<file path="src/rtl/stt_pkg.sv">
// Shared types, codes and character helpers for the source text tokenizer.
package stt_pkg;

	localparam int POSITION_BITS_DEF = 24;
	localparam int KW_DEPTH_DEF      = 7;

	// token kinds
	localparam logic [4:0] K_END = 5'd0, K_ERROR = 5'd1, K_IDENT = 5'd2, K_NUMBER = 5'd3,
		K_CHAR = 5'd4, K_VAR = 5'd5, K_WHILE = 5'd6, K_IF = 5'd7, K_ELSE = 5'd8,
		K_TRUE = 5'd9, K_FALSE = 5'd10, K_FN = 5'd11, K_RETURN = 5'd12, K_LPAREN = 5'd13,
		K_RPAREN = 5'd14, K_SEMI = 5'd15, K_PLUS = 5'd16, K_MINUS = 5'd17, K_STAR = 5'd18,
		K_SLASH = 5'd19, K_COMMA = 5'd20, K_BANG = 5'd21, K_BANG_EQ = 5'd22, K_EQ = 5'd23,
		K_EQ_EQ = 5'd24, K_LESS = 5'd25, K_LESS_EQ = 5'd26, K_GREATER = 5'd27,
		K_GREATER_EQ = 5'd28;

	// error codes
	localparam logic [1:0] E_NONE = 2'd0, E_UNEXPECTED = 2'd1, E_UNSUPPORTED = 2'd2,
		E_UNTERMINATED = 2'd3;

	// value types
	localparam logic [2:0] T_UNKNOWN = 3'd0, T_INT = 3'd1, T_CHAR = 3'd2, T_BYTE = 3'd3,
		T_BOOL = 3'd4;

	typedef enum logic [3:0] {
		M_IDLE, M_SLASH, M_COMMENT, M_IDENT, M_NUMBER, M_OP2, M_QUOTE1, M_QUOTE2,
		M_PROBE_WS, M_PROBE_SLASH, M_PROBE_COMMENT, M_PROBE_MATCH
	} mode_t;

	typedef enum logic [2:0] {LEN_PEND, LEN_ZERO, LEN_ONE, LEN_TWO, LEN_THREE} len_sel_t;

	typedef struct packed {
		logic       consume;
		logic       adv;
		logic       line_inc;
		logic       start_tok;
		logic       len_inc;
		logic       pref_wr;
		logic       pline_set;
		logic       op_wr;
		logic [7:0] op_val;
		logic       hold_wr;
		logic [1:0] hold_idx;
		logic       hc_set;
		logic [2:0] hc_val;
		logic       replay;
		logic [2:0] replay_n;
		logic       clear;
		logic       emit;
		logic [4:0] kind;
		logic [2:0] vtype;
		logic       start_pos;
		len_sel_t   len_sel;
		logic       line_pend;
		logic [1:0] err;
	} cmd_t;

	typedef struct packed {
		logic       step;
		logic [7:0] head;
		logic       head_end;
		logic [4:0] kw_kind;
		logic [7:0] pend_op;
		logic [7:0] hold0;
		logic [2:0] hold_cnt;
	} status_t;

	function automatic logic is_letter(logic [7:0] b);
		return (b >= "a" && b <= "z") || (b >= "A" && b <= "Z");
	endfunction

	function automatic logic is_digit(logic [7:0] b);
		return b >= "0" && b <= "9";
	endfunction

	function automatic logic is_blank(logic [7:0] b);
		return b == " " || b == 8'h0d || b == 8'h09;
	endfunction

	function automatic logic [4:0] single_kind(logic [7:0] b);
		logic [4:0] k;
		case (b)
			"(":     k = K_LPAREN;
			")":     k = K_RPAREN;
			";":     k = K_SEMI;
			"+":     k = K_PLUS;
			"-":     k = K_MINUS;
			"*":     k = K_STAR;
			",":     k = K_COMMA;
			default: k = K_ERROR;
		endcase
		return k;
	endfunction

	function automatic logic [4:0] op_kind(logic [7:0] op, logic twin);
		logic [4:0] k;
		case (op)
			"!":     k = twin ? K_BANG_EQ : K_BANG;
			"=":     k = twin ? K_EQ_EQ : K_EQ;
			"<":     k = twin ? K_LESS_EQ : K_LESS;
			default: k = twin ? K_GREATER_EQ : K_GREATER;
		endcase
		return k;
	endfunction

	// letter i of a type word
	function automatic logic [7:0] type_chr(logic [2:0] t, logic [2:0] i);
		logic [31:0] w;
		case (t)
			T_INT:   w = {"int", 8'h00};
			T_CHAR:  w = "char";
			T_BYTE:  w = "byte";
			T_BOOL:  w = "bool";
			default: w = 32'h0;
		endcase
		case (i)
			3'd0:    return w[31:24];
			3'd1:    return w[23:16];
			3'd2:    return w[15:8];
			3'd3:    return w[7:0];
			default: return 8'h00;
		endcase
	endfunction

endpackage

</file>
<file path="src/rtl/stt_ctrl.sv">
// Scanner state machine: decides one scan step per cycle from the head byte, unless the datapath stalls it.
module stt_ctrl
	import stt_pkg::*;
(
	input  logic    clk,
	input  logic    arst_n,
	input  status_t st,
	output cmd_t    cmd
);

	mode_t mode_q, mode_d;
	logic [7:0] b;
	logic e, ok;
	logic [2:0] t;

	always_ff @(posedge clk or negedge arst_n) begin
		if (!arst_n) mode_q <= M_IDLE;
		else if (st.step) mode_q <= mode_d;
	end

	always_comb begin
		b = st.head;
		e = st.head_end;
		cmd = '0;
		cmd.len_sel = LEN_PEND;
		mode_d = mode_q;
		t = st.pend_op[2:0];
		ok = 1'b0;
		unique case (mode_q)
			M_IDLE: begin
				cmd.consume = 1'b1;
				if (e) begin
					cmd.emit = 1'b1; cmd.kind = K_END; cmd.start_pos = 1'b1;
					cmd.len_sel = LEN_ZERO; cmd.clear = 1'b1;
				end else if (is_blank(b)) begin
					cmd.adv = 1'b1;
				end else if (b == 8'h0a) begin
					cmd.adv = 1'b1; cmd.line_inc = 1'b1;
				end else begin
					cmd.adv = 1'b1; cmd.start_tok = 1'b1;
					if (is_letter(b) || b == "_") begin
						cmd.pref_wr = 1'b1; mode_d = M_IDENT;
					end else if (is_digit(b)) mode_d = M_NUMBER;
					else if (b == "/") mode_d = M_SLASH;
					else if (b == "!" || b == "=" || b == "<" || b == ">") begin
						cmd.op_wr = 1'b1; cmd.op_val = b; mode_d = M_OP2;
					end else if (b == "'") mode_d = M_QUOTE1;
					else begin
						cmd.emit = 1'b1; cmd.kind = single_kind(b); cmd.start_pos = 1'b1;
						cmd.len_sel = LEN_ONE;
						cmd.err = (single_kind(b) == K_ERROR) ? E_UNEXPECTED : E_NONE;
					end
				end
			end
			M_SLASH: begin
				mode_d = M_IDLE;
				if (!e && b == "/") begin
					cmd.adv = 1'b1; cmd.consume = 1'b1; mode_d = M_COMMENT;
				end else begin
					cmd.emit = 1'b1; cmd.kind = K_SLASH; cmd.len_sel = LEN_ONE;
				end
			end
			M_COMMENT: begin
				if (e) mode_d = M_IDLE;
				else begin
					cmd.adv = 1'b1; cmd.consume = 1'b1;
					if (b == 8'h0a) begin
						cmd.line_inc = 1'b1; mode_d = M_IDLE;
					end
				end
			end
			M_IDENT: begin
				if (!e && (is_letter(b) || is_digit(b) || b == "_")) begin
					cmd.pref_wr = 1'b1; cmd.len_inc = 1'b1; cmd.adv = 1'b1; cmd.consume = 1'b1;
				end else if (st.kw_kind == K_VAR) begin
					cmd.pline_set = 1'b1; mode_d = M_PROBE_WS;
				end else begin
					cmd.emit = 1'b1; cmd.kind = st.kw_kind; mode_d = M_IDLE;
				end
			end
			M_NUMBER: begin
				if (!e && is_digit(b)) begin
					cmd.len_inc = 1'b1; cmd.adv = 1'b1; cmd.consume = 1'b1;
				end else begin
					cmd.emit = 1'b1; cmd.kind = K_NUMBER; mode_d = M_IDLE;
				end
			end
			M_OP2: begin
				mode_d = M_IDLE;
				cmd.emit = 1'b1;
				if (!e && b == "=") begin
					cmd.adv = 1'b1; cmd.consume = 1'b1;
					cmd.kind = op_kind(st.pend_op, 1'b1); cmd.len_sel = LEN_TWO;
				end else begin
					cmd.kind = op_kind(st.pend_op, 1'b0); cmd.len_sel = LEN_ONE;
				end
			end
			M_QUOTE1: begin
				if (e) begin
					cmd.emit = 1'b1; cmd.kind = K_ERROR; cmd.len_sel = LEN_ONE;
					cmd.err = E_UNTERMINATED; mode_d = M_IDLE;
				end else begin
					cmd.hold_wr = 1'b1; cmd.adv = 1'b1; cmd.consume = 1'b1; mode_d = M_QUOTE2;
				end
			end
			M_QUOTE2: begin
				mode_d = M_IDLE;
				cmd.emit = 1'b1;
				if (!e && is_letter(st.hold0) && b == "'") begin
					cmd.adv = 1'b1; cmd.consume = 1'b1; cmd.kind = K_CHAR;
					cmd.len_sel = LEN_THREE;
				end else begin
					cmd.kind = K_ERROR; cmd.len_sel = LEN_ONE;
					cmd.err = (!e && b == "'") ? E_UNSUPPORTED : E_UNTERMINATED;
					cmd.replay = 1'b1; cmd.replay_n = 3'd1;
				end
			end
			M_PROBE_WS: begin
				if (!e && is_blank(b)) begin
					cmd.adv = 1'b1; cmd.consume = 1'b1;
				end else if (!e && b == 8'h0a) begin
					cmd.adv = 1'b1; cmd.consume = 1'b1; cmd.line_inc = 1'b1;
				end else if (!e && (b == "/" || b == "i" || b == "c" || b == "b")) begin
					cmd.hold_wr = 1'b1; cmd.hc_set = 1'b1; cmd.hc_val = 3'd1;
					cmd.adv = 1'b1; cmd.consume = 1'b1;
					if (b == "/") mode_d = M_PROBE_SLASH;
					else begin
						cmd.op_wr = 1'b1;
						cmd.op_val = (b == "i") ? 8'(T_INT) : (b == "c") ? 8'(T_CHAR) : 8'd0;
						mode_d = M_PROBE_MATCH;
					end
				end else begin
					cmd.emit = 1'b1; cmd.kind = K_VAR; cmd.line_pend = 1'b1; mode_d = M_IDLE;
				end
			end
			M_PROBE_SLASH: begin
				if (!e && b == "/") begin
					cmd.adv = 1'b1; cmd.consume = 1'b1; cmd.hc_set = 1'b1; cmd.hc_val = 3'd0;
					mode_d = M_PROBE_COMMENT;
				end else begin
					cmd.emit = 1'b1; cmd.kind = K_VAR; cmd.line_pend = 1'b1; mode_d = M_IDLE;
					cmd.replay = 1'b1; cmd.replay_n = st.hold_cnt;
				end
			end
			M_PROBE_COMMENT: begin
				if (e) begin
					cmd.emit = 1'b1; cmd.kind = K_VAR; cmd.line_pend = 1'b1; mode_d = M_IDLE;
				end else begin
					cmd.adv = 1'b1; cmd.consume = 1'b1;
					if (b == 8'h0a) begin
						cmd.line_inc = 1'b1; mode_d = M_PROBE_WS;
					end
				end
			end
			M_PROBE_MATCH: begin
				// a leading b is settled by its second letter
				if (!e && t == T_UNKNOWN && st.hold_cnt == 3'd1) begin
					if (b == "y") t = T_BYTE;
					else if (b == "o") t = T_BOOL;
				end
				ok = !e && t >= T_INT && t <= T_BOOL && st.hold_cnt < 3'd4 &&
					b == type_chr(t, st.hold_cnt);
				mode_d = M_IDLE;
				cmd.emit = 1'b1; cmd.kind = K_VAR; cmd.line_pend = 1'b1;
				if (ok) begin
					cmd.op_wr = 1'b1; cmd.op_val = 8'(t);
					cmd.hold_wr = 1'b1; cmd.hold_idx = st.hold_cnt[1:0];
					cmd.hc_set = 1'b1; cmd.hc_val = st.hold_cnt + 3'd1;
					cmd.adv = 1'b1; cmd.consume = 1'b1;
					if ((t == T_INT && st.hold_cnt == 3'd2) || (t != T_INT && st.hold_cnt == 3'd3))
						cmd.vtype = t;
					else begin
						cmd.emit = 1'b0; mode_d = M_PROBE_MATCH;
					end
				end else begin
					cmd.replay = 1'b1; cmd.replay_n = st.hold_cnt;
				end
			end
			default: mode_d = M_IDLE;
		endcase
		if (!st.step) cmd = '0;
	end

endmodule

</file>
<file path="src/rtl/stt_dp.sv">
// Scanner datapath: counters, held bytes, keyword prefix, token buffer and output word.
module stt_dp
	import stt_pkg::*;
#(
	parameter int POSITION_BITS        = POSITION_BITS_DEF,
	parameter int KEYWORD_PREFIX_DEPTH = KW_DEPTH_DEF
) (
	input  logic                     clk,
	input  logic                     arst_n,
	input  logic                     in_valid,
	output logic                     in_ready,
	input  logic [7:0]               text_byte,
	input  logic                     end_of_text,
	output logic                     out_valid,
	input  logic                     out_ready,
	output logic [4:0]               token_kind,
	output logic [2:0]               value_type,
	output logic [POSITION_BITS-1:0] token_start,
	output logic [15:0]              token_length,
	output logic [15:0]              line_number,
	output logic [1:0]               error_code,
	output logic                     last_of_run,
	input  cmd_t                     cmd,
	output status_t                  st
);

	logic [7:0]               item_q;
	logic                     item_end_q, item_valid_q, flush_q;
	logic [POSITION_BITS-1:0] pos_q, pstart_q;
	logic [15:0]              line_q, pline_q, plen_q;
	logic [7:0]               op_q;
	logic [7:0]               hold_q [4];
	logic [2:0]               hc_q, rp_cnt_q;
	logic [1:0]               rp_idx_q;
	logic [7:0]               pfx_q [KEYWORD_PREFIX_DEPTH];

	logic                     tok_valid_q;
	logic [4:0]               tok_kind_q;
	logic [2:0]               tok_vtype_q;
	logic [POSITION_BITS-1:0] tok_start_q;
	logic [15:0]              tok_len_q, tok_line_q;
	logic [1:0]               tok_err_q;

	logic       room, from_rp, push_old, end_step;
	logic [7:0] head;
	logic [15:0] new_len;
	logic [4:0] kw;

	assign room     = !out_valid || out_ready;
	assign from_rp  = rp_cnt_q != 3'd0;
	assign head     = from_rp ? hold_q[rp_idx_q] : item_q;
	assign in_ready = !item_valid_q && !flush_q;
	assign push_old = cmd.emit && tok_valid_q;
	assign end_step = cmd.consume && !from_rp && (cmd.emit || tok_valid_q);

	always_comb begin
		kw = K_IDENT;
		if (plen_q == 16'd3 && pfx_q[0] == "v" && pfx_q[1] == "a" && pfx_q[2] == "r") kw = K_VAR;
		if (plen_q == 16'd5 && pfx_q[0] == "w" && pfx_q[1] == "h" && pfx_q[2] == "i" &&
			pfx_q[3] == "l" && pfx_q[4] == "e") kw = K_WHILE;
		if (plen_q == 16'd2 && pfx_q[0] == "i" && pfx_q[1] == "f") kw = K_IF;
		if (plen_q == 16'd4 && pfx_q[0] == "e" && pfx_q[1] == "l" && pfx_q[2] == "s" &&
			pfx_q[3] == "e") kw = K_ELSE;
		if (plen_q == 16'd4 && pfx_q[0] == "t" && pfx_q[1] == "r" && pfx_q[2] == "u" &&
			pfx_q[3] == "e") kw = K_TRUE;
		if (plen_q == 16'd5 && pfx_q[0] == "f" && pfx_q[1] == "a" && pfx_q[2] == "l" &&
			pfx_q[3] == "s" && pfx_q[4] == "e") kw = K_FALSE;
		if (plen_q == 16'd2 && pfx_q[0] == "f" && pfx_q[1] == "n") kw = K_FN;
		if (plen_q == 16'd6 && pfx_q[0] == "r" && pfx_q[1] == "e" && pfx_q[2] == "t" &&
			pfx_q[3] == "u" && pfx_q[4] == "r" && pfx_q[5] == "n") kw = K_RETURN;
	end

	always_comb begin
		st = '0;
		st.step     = (from_rp || item_valid_q) && room && !flush_q;
		st.head     = head;
		st.head_end = !from_rp && item_end_q;
		st.kw_kind  = kw;
		st.pend_op  = op_q;
		st.hold0    = hold_q[0];
		st.hold_cnt = hc_q;
	end

	always_comb begin
		case (cmd.len_sel)
			LEN_ZERO:  new_len = 16'd0;
			LEN_ONE:   new_len = 16'd1;
			LEN_TWO:   new_len = 16'd2;
			LEN_THREE: new_len = 16'd3;
			default:   new_len = plen_q;
		endcase
	end

	// input word and replay queue
	always_ff @(posedge clk or negedge arst_n) begin
		if (!arst_n) begin
			item_valid_q <= 1'b0;
			flush_q      <= 1'b0;
			rp_cnt_q     <= 3'd0;
			rp_idx_q     <= 2'd0;
		end else begin
			if (in_valid && in_ready) begin
				item_valid_q <= 1'b1;
				item_q       <= text_byte;
				item_end_q   <= end_of_text;
			end
			if (cmd.consume) begin
				if (from_rp) begin
					rp_cnt_q <= rp_cnt_q - 3'd1;
					rp_idx_q <= rp_idx_q + 2'd1;
				end else begin
					item_valid_q <= 1'b0;
				end
			end
			if (cmd.replay) begin
				rp_cnt_q <= cmd.replay_n;
				rp_idx_q <= 2'd0;
			end
			if (end_step) flush_q <= 1'b1;
			else if (flush_q && room) flush_q <= 1'b0;
		end
	end

	// scan counters
	always_ff @(posedge clk or negedge arst_n) begin
		if (!arst_n) begin
			pos_q    <= '0;
			line_q   <= 16'd1;
			pstart_q <= '0;
			plen_q   <= 16'd0;
			op_q     <= 8'd0;
			hc_q     <= 3'd0;
			pline_q  <= 16'd1;
		end else if (cmd.clear) begin
			pos_q    <= '0;
			line_q   <= 16'd1;
			pstart_q <= '0;
			plen_q   <= 16'd0;
			op_q     <= 8'd0;
			hc_q     <= 3'd0;
			pline_q  <= 16'd1;
		end else begin
			if (cmd.adv) pos_q <= pos_q + 1'b1;
			else if (cmd.replay) pos_q <= pos_q - POSITION_BITS'(cmd.replay_n);
			if (cmd.line_inc && line_q != 16'hffff) line_q <= line_q + 16'd1;
			if (cmd.start_tok) begin
				pstart_q <= pos_q;
				plen_q   <= 16'd1;
			end else if (cmd.len_inc && plen_q != 16'hffff) plen_q <= plen_q + 16'd1;
			if (cmd.op_wr) op_q <= cmd.op_val;
			if (cmd.hc_set) hc_q <= cmd.hc_val;
			if (cmd.pline_set) pline_q <= line_q;
		end
	end

	// held bytes and keyword prefix: contents undefined until written
	always_ff @(posedge clk) begin
		if (cmd.hold_wr) hold_q[cmd.hold_idx] <= head;
		if (cmd.pref_wr) begin
			if (cmd.start_tok) pfx_q[0] <= head;
			else begin
				for (int i = 0; i < KEYWORD_PREFIX_DEPTH; i++)
					if (plen_q == 16'(i)) pfx_q[i] <= head;
			end
		end
	end

	// one token is held back so the final word of a byte can be marked
	always_ff @(posedge clk or negedge arst_n) begin
		if (!arst_n) begin
			tok_valid_q <= 1'b0;
			out_valid   <= 1'b0;
		end else begin
			if (push_old || (flush_q && room)) begin
				out_valid    <= 1'b1;
				token_kind   <= tok_kind_q;
				value_type   <= tok_vtype_q;
				token_start  <= tok_start_q;
				token_length <= tok_len_q;
				line_number  <= tok_line_q;
				error_code   <= tok_err_q;
				last_of_run  <= flush_q;
			end else if (out_valid && out_ready) out_valid <= 1'b0;
			if (flush_q && room) tok_valid_q <= 1'b0;
			if (cmd.emit) begin
				tok_valid_q <= 1'b1;
				tok_kind_q  <= cmd.kind;
				tok_vtype_q <= cmd.vtype;
				tok_start_q <= cmd.start_pos ? pos_q : pstart_q;
				tok_len_q   <= new_len;
				tok_line_q  <= cmd.line_pend ? pline_q : line_q;
				tok_err_q   <= cmd.err;
			end
		end
	end

endmodule

</file>
<file path="src/rtl/source_text_tokenizer_top.sv">
// Top level of the source text tokenizer.
//
//  channel | direction | handshake           | payload
//  in      | input     | in_valid/in_ready   | text_byte, end_of_text
//  out     | output    | out_valid/out_ready | token_kind .. last_of_run
//
// A byte is taken into the input register, then scanned in steps: one that uses it up,
// one more for each token it closes (the byte is then looked at again), and one per
// held byte replayed after a failed type probe or char literal; a byte that produced
// tokens then has its last word marked before the next byte is taken. Every step
// stalls while the output register holds a word not taken. Reset and the end word
// clear all counters.
module source_text_tokenizer_top
	import stt_pkg::*;
#(
	parameter int POSITION_BITS        = POSITION_BITS_DEF,
	parameter int KEYWORD_PREFIX_DEPTH = KW_DEPTH_DEF
) (
	input  logic                     clk,
	input  logic                     arst_n,
	input  logic                     in_valid,
	output logic                     in_ready,
	input  logic [7:0]               text_byte,
	input  logic                     end_of_text,
	output logic                     out_valid,
	input  logic                     out_ready,
	output logic [4:0]               token_kind,
	output logic [2:0]               value_type,
	output logic [POSITION_BITS-1:0] token_start,
	output logic [15:0]              token_length,
	output logic [15:0]              line_number,
	output logic [1:0]               error_code,
	output logic                     last_of_run
);

	cmd_t    cmd;
	status_t st;

	stt_ctrl u_ctrl (
		.clk    (clk),
		.arst_n (arst_n),
		.st     (st),
		.cmd    (cmd)
	);

	stt_dp #(
		.POSITION_BITS        (POSITION_BITS),
		.KEYWORD_PREFIX_DEPTH (KEYWORD_PREFIX_DEPTH)
	) u_dp (
		.clk          (clk),
		.arst_n       (arst_n),
		.in_valid     (in_valid),
		.in_ready     (in_ready),
		.text_byte    (text_byte),
		.end_of_text  (end_of_text),
		.out_valid    (out_valid),
		.out_ready    (out_ready),
		.token_kind   (token_kind),
		.value_type   (value_type),
		.token_start  (token_start),
		.token_length (token_length),
		.line_number  (line_number),
		.error_code   (error_code),
		.last_of_run  (last_of_run),
		.cmd          (cmd),
		.st           (st)
	);

	a_end_last: assert property (@(posedge clk) disable iff (!arst_n)
		out_valid && token_kind == K_END |-> last_of_run && token_length == 16'd0)
		else $error("end word not last of its byte");

	a_type_on_var: assert property (@(posedge clk) disable iff (!arst_n)
		out_valid && value_type != T_UNKNOWN |-> token_kind == K_VAR)
		else $error("type attached to a non-var word");

	a_err_word: assert property (@(posedge clk) disable iff (!arst_n)
		out_valid && error_code != E_NONE |-> token_kind == K_ERROR && token_length == 16'd1)
		else $error("error code on a malformed word");

	a_no_take_while_busy: assert property (@(posedge clk) disable iff (!arst_n)
		in_valid && in_ready |=> !in_ready)
		else $error("second byte taken before the first was scanned");

endmodule

</file>
<file path="config.mk">
export PLATFORM = sky130hd
export DESIGN_NAME = source_text_tokenizer_top
export DESIGN_NICKNAME = d
export VERILOG_FILES = /design/src/rtl/stt_pkg.sv /design/src/rtl/stt_ctrl.sv /design/src/rtl/stt_dp.sv /design/src/rtl/source_text_tokenizer_top.sv
export SDC_FILE = /design/constraint.sdc
export NUM_CORES = 1
export LEC_CHECK = 0
export ABC_AREA = 0
export BUFFER_PORTS_ARGS = -buffer_cell sky130_fd_sc_hd__buf_4
export CAP_MARGIN = 20
export CORE_ASPECT_RATIO = 0.7
export CORE_UTILIZATION = 50
export DETAILED_ROUTE_END_ITERATION = 10
export PLACE_DENSITY = 0.73
export SYNTH_ARGS = -nofsm -noshare
export SYNTH_HDL_FRONTEND = slang
export SYNTH_HIERARCHICAL = 1
export SYNTH_SLANG_ARGS = --single-unit
</file>
<file path="constraint.sdc">
create_clock -name clk -period 13.26 [get_ports clk]
set_input_delay 1.326 -clock clk [delete_from_list [all_inputs] [get_ports clk]]
set_output_delay 1.326 -clock clk [all_outputs]
set_load 0.02 [all_outputs]
</file>
== After elaboration in Yosys (flattened, before gate mapping) ==
Memory sizes are Yosys's and may differ from the RTL's.
Cells that the tools add are included.

* Bits in registers: 262
* RAM bits: 88
* Output and inout bits: 69
* Word-level logic and storage cells: 525
* Memories kept: 2

{| class="wikitable"
|+ Memory list
! name !! words !! bits a word !! rd ports !! clocked after Yosys merged registers in !! write ports !! line !! source
|-
| u_dp.pfx_q || 7 || 8 || 6 || 0 || 1 || stt_dp.sv:35 || <nowiki>logic [7:0] pfx_q [KEYWORD_PREFIX_DEPTH];</nowiki>
|-
| u_dp.hold_q || 4 || 8 || 2 || 0 || 1 || stt_dp.sv:32 || <nowiki>logic [7:0] hold_q [4];</nowiki>
|}

* Add/sub/neg operators: 7
* Order comparisons: 13
* Equality and inequality tests: 97
* Multiplexer cells: 256
* Bitwise gates (word level): 1
* Reduce and logical (&&, ||, !) cells: 120

{| class="wikitable"
|+ Operators by type and width
! operator !! count
|-
| $eq 8x7->1 const B || 33
|-
| $mux 16 || 9
|-
| $mux 24 || 6
|-
| $mux 4 || 36
|-
| $eq 8x6->1 const B || 17
|-
| $pmux 31 s4 || 1
|-
| $mux 6 || 18
|-
| $mux 8 || 12
|-
| $mux 5 || 17
|-
| $mux 1 || 73
|-
| $mux 3 || 24
|-
| $mux 9 || 8
|-
| $logic_and 1x1->1 || 66
|-
| $pmux 6 s11 || 1
|-
| $pmux 16 s4 || 1
|-
| $mux 2 || 30
|-
| $eq 16x3->1 const B || 3
|-
| $pmux 4 s3 || 4
|-
| $reduce_or 8->1 || 6
|-
| $mux 44 || 1
|-
| $pmux 4 s10 || 1
|-
| $pmux 5 s7 || 1
|-
| $add 16x1->16 const B || 2
|-
| $eq 16x2->1 const B || 2
|-
| 49 further kinds || 122
|}

== Logic depth before layout (Yosys ltp) ==
* Depth after elaboration: 36
* Depth in mapped cells: 28
* Mapped depth without buffers: 25

== Cells and area by module ==
Netlist, hierarchy kept.

{| class="wikitable"
|+ Modules (own cells, without submodules)
! module !! instances !! cells an instance !! area each (µm²)
|-
| stt_dp || 1 || 1084 || 14695.3
|-
| stt_ctrl || 1 || 424 || 2551.2
|}

== Worst setup path before layout ==
Ideal clock, no wire load.

* Path kind: flip-flop to flip-flop
* Start point: register u_dp.rp_cnt_q[0]
* End point: register u_dp.error_code[0], enable pin
* Library setup time: 0.595 ns
* Arrival: 8.558 ns
* Data required time: 12.665 ns
* Path slack: 4.107 ns
* Stages on the path, launching flop included: 18
* Path buffers: 2
* Cell sequence: dfrtp_1 > inv_1 > ha_1 > nor2b_1 > clkbuf_1 > nand2_1 > nand2_1 > clkbuf_1 > nand4b_1 > nor4_1 > a211oi_1 > o32ai_1 > xor2_1 > a311oi_2 > and4_1 > o22ai_1 > nand2_1 > a21boi_0

{| class="wikitable"
|+ RTL lines
! item !! line !! source
|-
| from (decl) || stt_dp.sv:33 || <nowiki>logic [2:0] hc_q, rp_cnt_q;</nowiki>
|-
| from (signal assigned) || stt_dp.sv:109 || <nowiki>rp_cnt_q <= rp_cnt_q - 3'd1;</nowiki>
|-
| from (signal assigned) || stt_dp.sv:116 || <nowiki>rp_cnt_q <= cmd.replay_n;</nowiki>
|-
| to (signal assigned) || stt_dp.sv:181 || <nowiki>error_code <= tok_err_q;</nowiki>
|-
| to (decl) || stt_dp.sv:21 || <nowiki>output logic [1:0] error_code,</nowiki>
|}

==> results.cfg <==
[die]
initial_core_util_pct = 51.2
die_y_um = 157
num_rows = 56
chipWidth_um = 224
io_pins = 82
die_area_um2 = 35300
core-area_um2 = 33700

[route]
final_antenna_net_count = 0
drt-total-wl_um = 41000
routedWlPerCell_um = 19.9
viasPerCell = 5.95
firstDrtPassIters = 6
drc = 0
vias = 12219
drtIter0Drc = 1165

[critical_path]
crit_type = flip-flop to flip-flop
max_stage_delay_ns = 0.73
rrSetupSlack_ns = 5.03
reg2reg_depth = 23
cp-end-kind = flip-flop
critPathArrivalTime_ns = 8.66
critPathRequiredTime_ns = 13.69
critPathLaunch = u_dp/rp_cnt_q[0]
path_max_fanout = 21
worst_path_most_repeated_cell = inv_1
r2r-start = u_dp/rp_cnt_q[0]
cp_cell_sequence = inv_1, ha_1, nor2b_1, nand2_1, nand2_1, nand4bb_1, nor4_2, nor2_1, xnor2_1, a2111o_1, a311oi_2, nand3_2, a311oi_1, or2_2, inv_1, ha_1, o21ai_0, inv_1, o22ai_2, o21ai_2, a31o_1, xor2_1, a22o_1
setup.worst_path.start_class = flip-flop
slowest_stage = nor4_2

[pwr]
worst_ir_drop_vdd_mv = 0.150
power_density_nw_per_um2 = 220
power_leakage_uw = 0.00749

[cts]
clk_pin_slew_ns = 0.06
clock-root-buffer = clkbuf_16
cts-resized-gates = 0
post_cts_buffers = 0
clock_latency_ns = 0.54
cts_tree = built
cts_buffers = 34
ctsLongestPathBuffers = 3
cts.sinks = 342
cts_hold_buf = 0
htree_levels = 2

[layout]
syn2layout_area_growth_pct = 11.9
nFillCells = 2740
final_common_cell = edfxtp_1
fin_cells = 2055
num_antenna_cells = 0
drive_gt1_share_pct = 15.6
layout.nets = 1618
final_cell_mix = 222 x edfxtp_1, 163 x nor2_1, 136 x nand2_1

[logic_synthesis]
syn_avg_cell_area_um2 = 11.4
yosysSeqAreaShare_pct = 56.1
ys.warnings.count = 6
synth_compound_area_share_pct = 10.7
synth-simple-area-share_pct = 17.9
synth_top_family_by_area = simple AND/OR/NAND/NOR gates
yosys.cell_types.count = 104
synth_xor_area_share_pct = 2.74
mappedNetlistArea_um2 = 17200
synth-edff-count = 222
synth-adder-area-share_pct = 2.80
async_flop_share_pct = 35.1
postSynth.topFlopCell = edfxtp_1
synthMuxAreaShare_pct = 6.78
netlist_instances = 1508
ys_seq_elements = 342

[global_route]
grt-busiest-layer = met1
grtUsageMet3_pct = 4.59
overflow = 0
met2_usage_pct = 34.2
grt_max_degree = 69
grt_pass1_wl_um = 65100
grt.total_usage_pct = 23.7
antenna_found_initial = 0
grtUsageMet1_pct = 36.4
grt_pass1_vias = 11573

[place]
dp.cells = 1993
port-buffer-count = 81
gp_congestion = 0.946
dp_hpwl_um = 28000
dp_slack_ns = 5.12

[outcome]
status = finished, final reports clean

[timing]
skew_ns = 0.0194
tns_ns = 0
fin_crit_ns = 8.23
setup_viol = 0
final_max_slew_viol_count = 0
rsz0062_at_grt = no
fmax_mhz = 122
worst_pin_slew_ns = 1.06
min_period_over_period_pct = 62.1
relSlewSlack_pct = 29.5
finalWorstSetupSlack_ns = 5.03
hold_viol = 0

[min_path]
whs_path_depth = 0
hold_path.class = flip-flop to flip-flop
hold_path.startpoint = u_dp/tok_start_q[19]

[run]
maxCapViolations = 0
==> metrics by stage <==
stage | instance area (µm²) | total power [µW] | hold slack [ns] | utilization (%)
final | 19300 | 4250 | 0.415 | 57.3
after detailed placement | 18200 | 3310 | 0.405 | 54.1
after CTS | 19300 | 4250 | 0.417 | 57.2
after global routing | 19300 | 4480 | 0.421 | 57.3
after global placement | 18200 | 3280 | 0.401 | 54.1
after floorplan | 17300 | 2800 | 0.400 | -
==> flip-flops by register name (all words and copies together), names as in the netlist, 3 cells and up <==
signal / cells
u_ctrl/mode_q: 4
u_dp/hc_q: 3
u_dp/hold_q: 32
u_dp/item_q: 8
u_dp/line_number: 16
u_dp/line_q: 16
u_dp/op_q: 8
u_dp/pfx_q: 48
u_dp/plen_q: 16
u_dp/pline_q: 16
u_dp/pos_q: 24
u_dp/pstart_q: 24
u_dp/rp_cnt_q: 3
u_dp/tok_kind_q: 5
u_dp/tok_len_q: 16
u_dp/tok_line_q: 16
u_dp/tok_start_q: 24
u_dp/tok_vtype_q: 3
u_dp/token_kind: 5
u_dp/token_length: 16
u_dp/token_start: 24
u_dp/value_type: 3
==> per-layer routing <==
layer,wire length [µm],share of wire (%),vias to the layer above
met5,0,0,-
met4,659,1.6,0
met3,2970,7.2,57
met2,17300,42,466
met1,20100,49,5986
li1,-,-,5710
==> layout make-up <==
class | instances | area [µm²] | share of cell area, %
Clock inverter | 20 | 190 | 0.985
Multi-Input combinational cell | 1054 | 7100 | 36.8
Clock buffer | 40 | 883 | 4.58
Inverter | 35 | 131 | 0.681
Tap cell | 464 | 581 | 3.01
Timing Repair Buffer | 100 | 748 | 3.88
Sequential cell | 342 | 9670 | 50.1
==> report_power, final <==
part	internal (µW)	total (µW)	switching (µW)	leakage, µW
combinational	533	1630	1100	0.00330
clock	524	940	416	0.000528
sequential	1540	1680	143	0.00366
==> cells in the mapped netlist (all sizes together) (18+ instances only) <==
master,count,area [µm²]
nand3,34,180
o21ai,54,278
ha,37,463
edfxtp,222,6670
nor2,165,619
dfrtp,118,2950
nand2,137,517
xor2,30,263
mux2i,55,551
nand4,25,171
and3,24,156
buf,20,139
mux2,39,439
nor4,19,131
nor3,47,246
nor2b,34,220
clkbuf,58,239
a21oi,69,353
nand2b,18,113
inv,35,131
xnor2,24,210
==> worst paths after layout <==
kind / end
min in group asynchronous: u_dp/rp_idx_q[0]
max reg2reg: u_dp/pos_q[17]
max in group asynchronous: u_dp/plen_q[4]
min reg2reg: u_dp/token_start[19]
max: u_dp/pos_q[17]
min: u_dp/token_start[19]
==> cells by family (layout without fill, tap and decap cells) <==
logic type,Yosys count,count (layout)
simple gates,597,597
buf+inv,113,195
xor+xnor,54,54
mux,102,102
fa+ha+maj,38,38
compound gates,260,260
other cells,2,3
flops,342,342
==> critical path, delay by kind of cell, from the launching register on <==
kind	cells	cell delay [ns]
simple gates	8	3.46
compound gates	8	2.77
fa+ha+maj	2	0.63
buf+inv	3	0.50
xor+xnor	2	0.38
flops	1	0.36
Note: power is estimated with default switching activity, not from simulation.
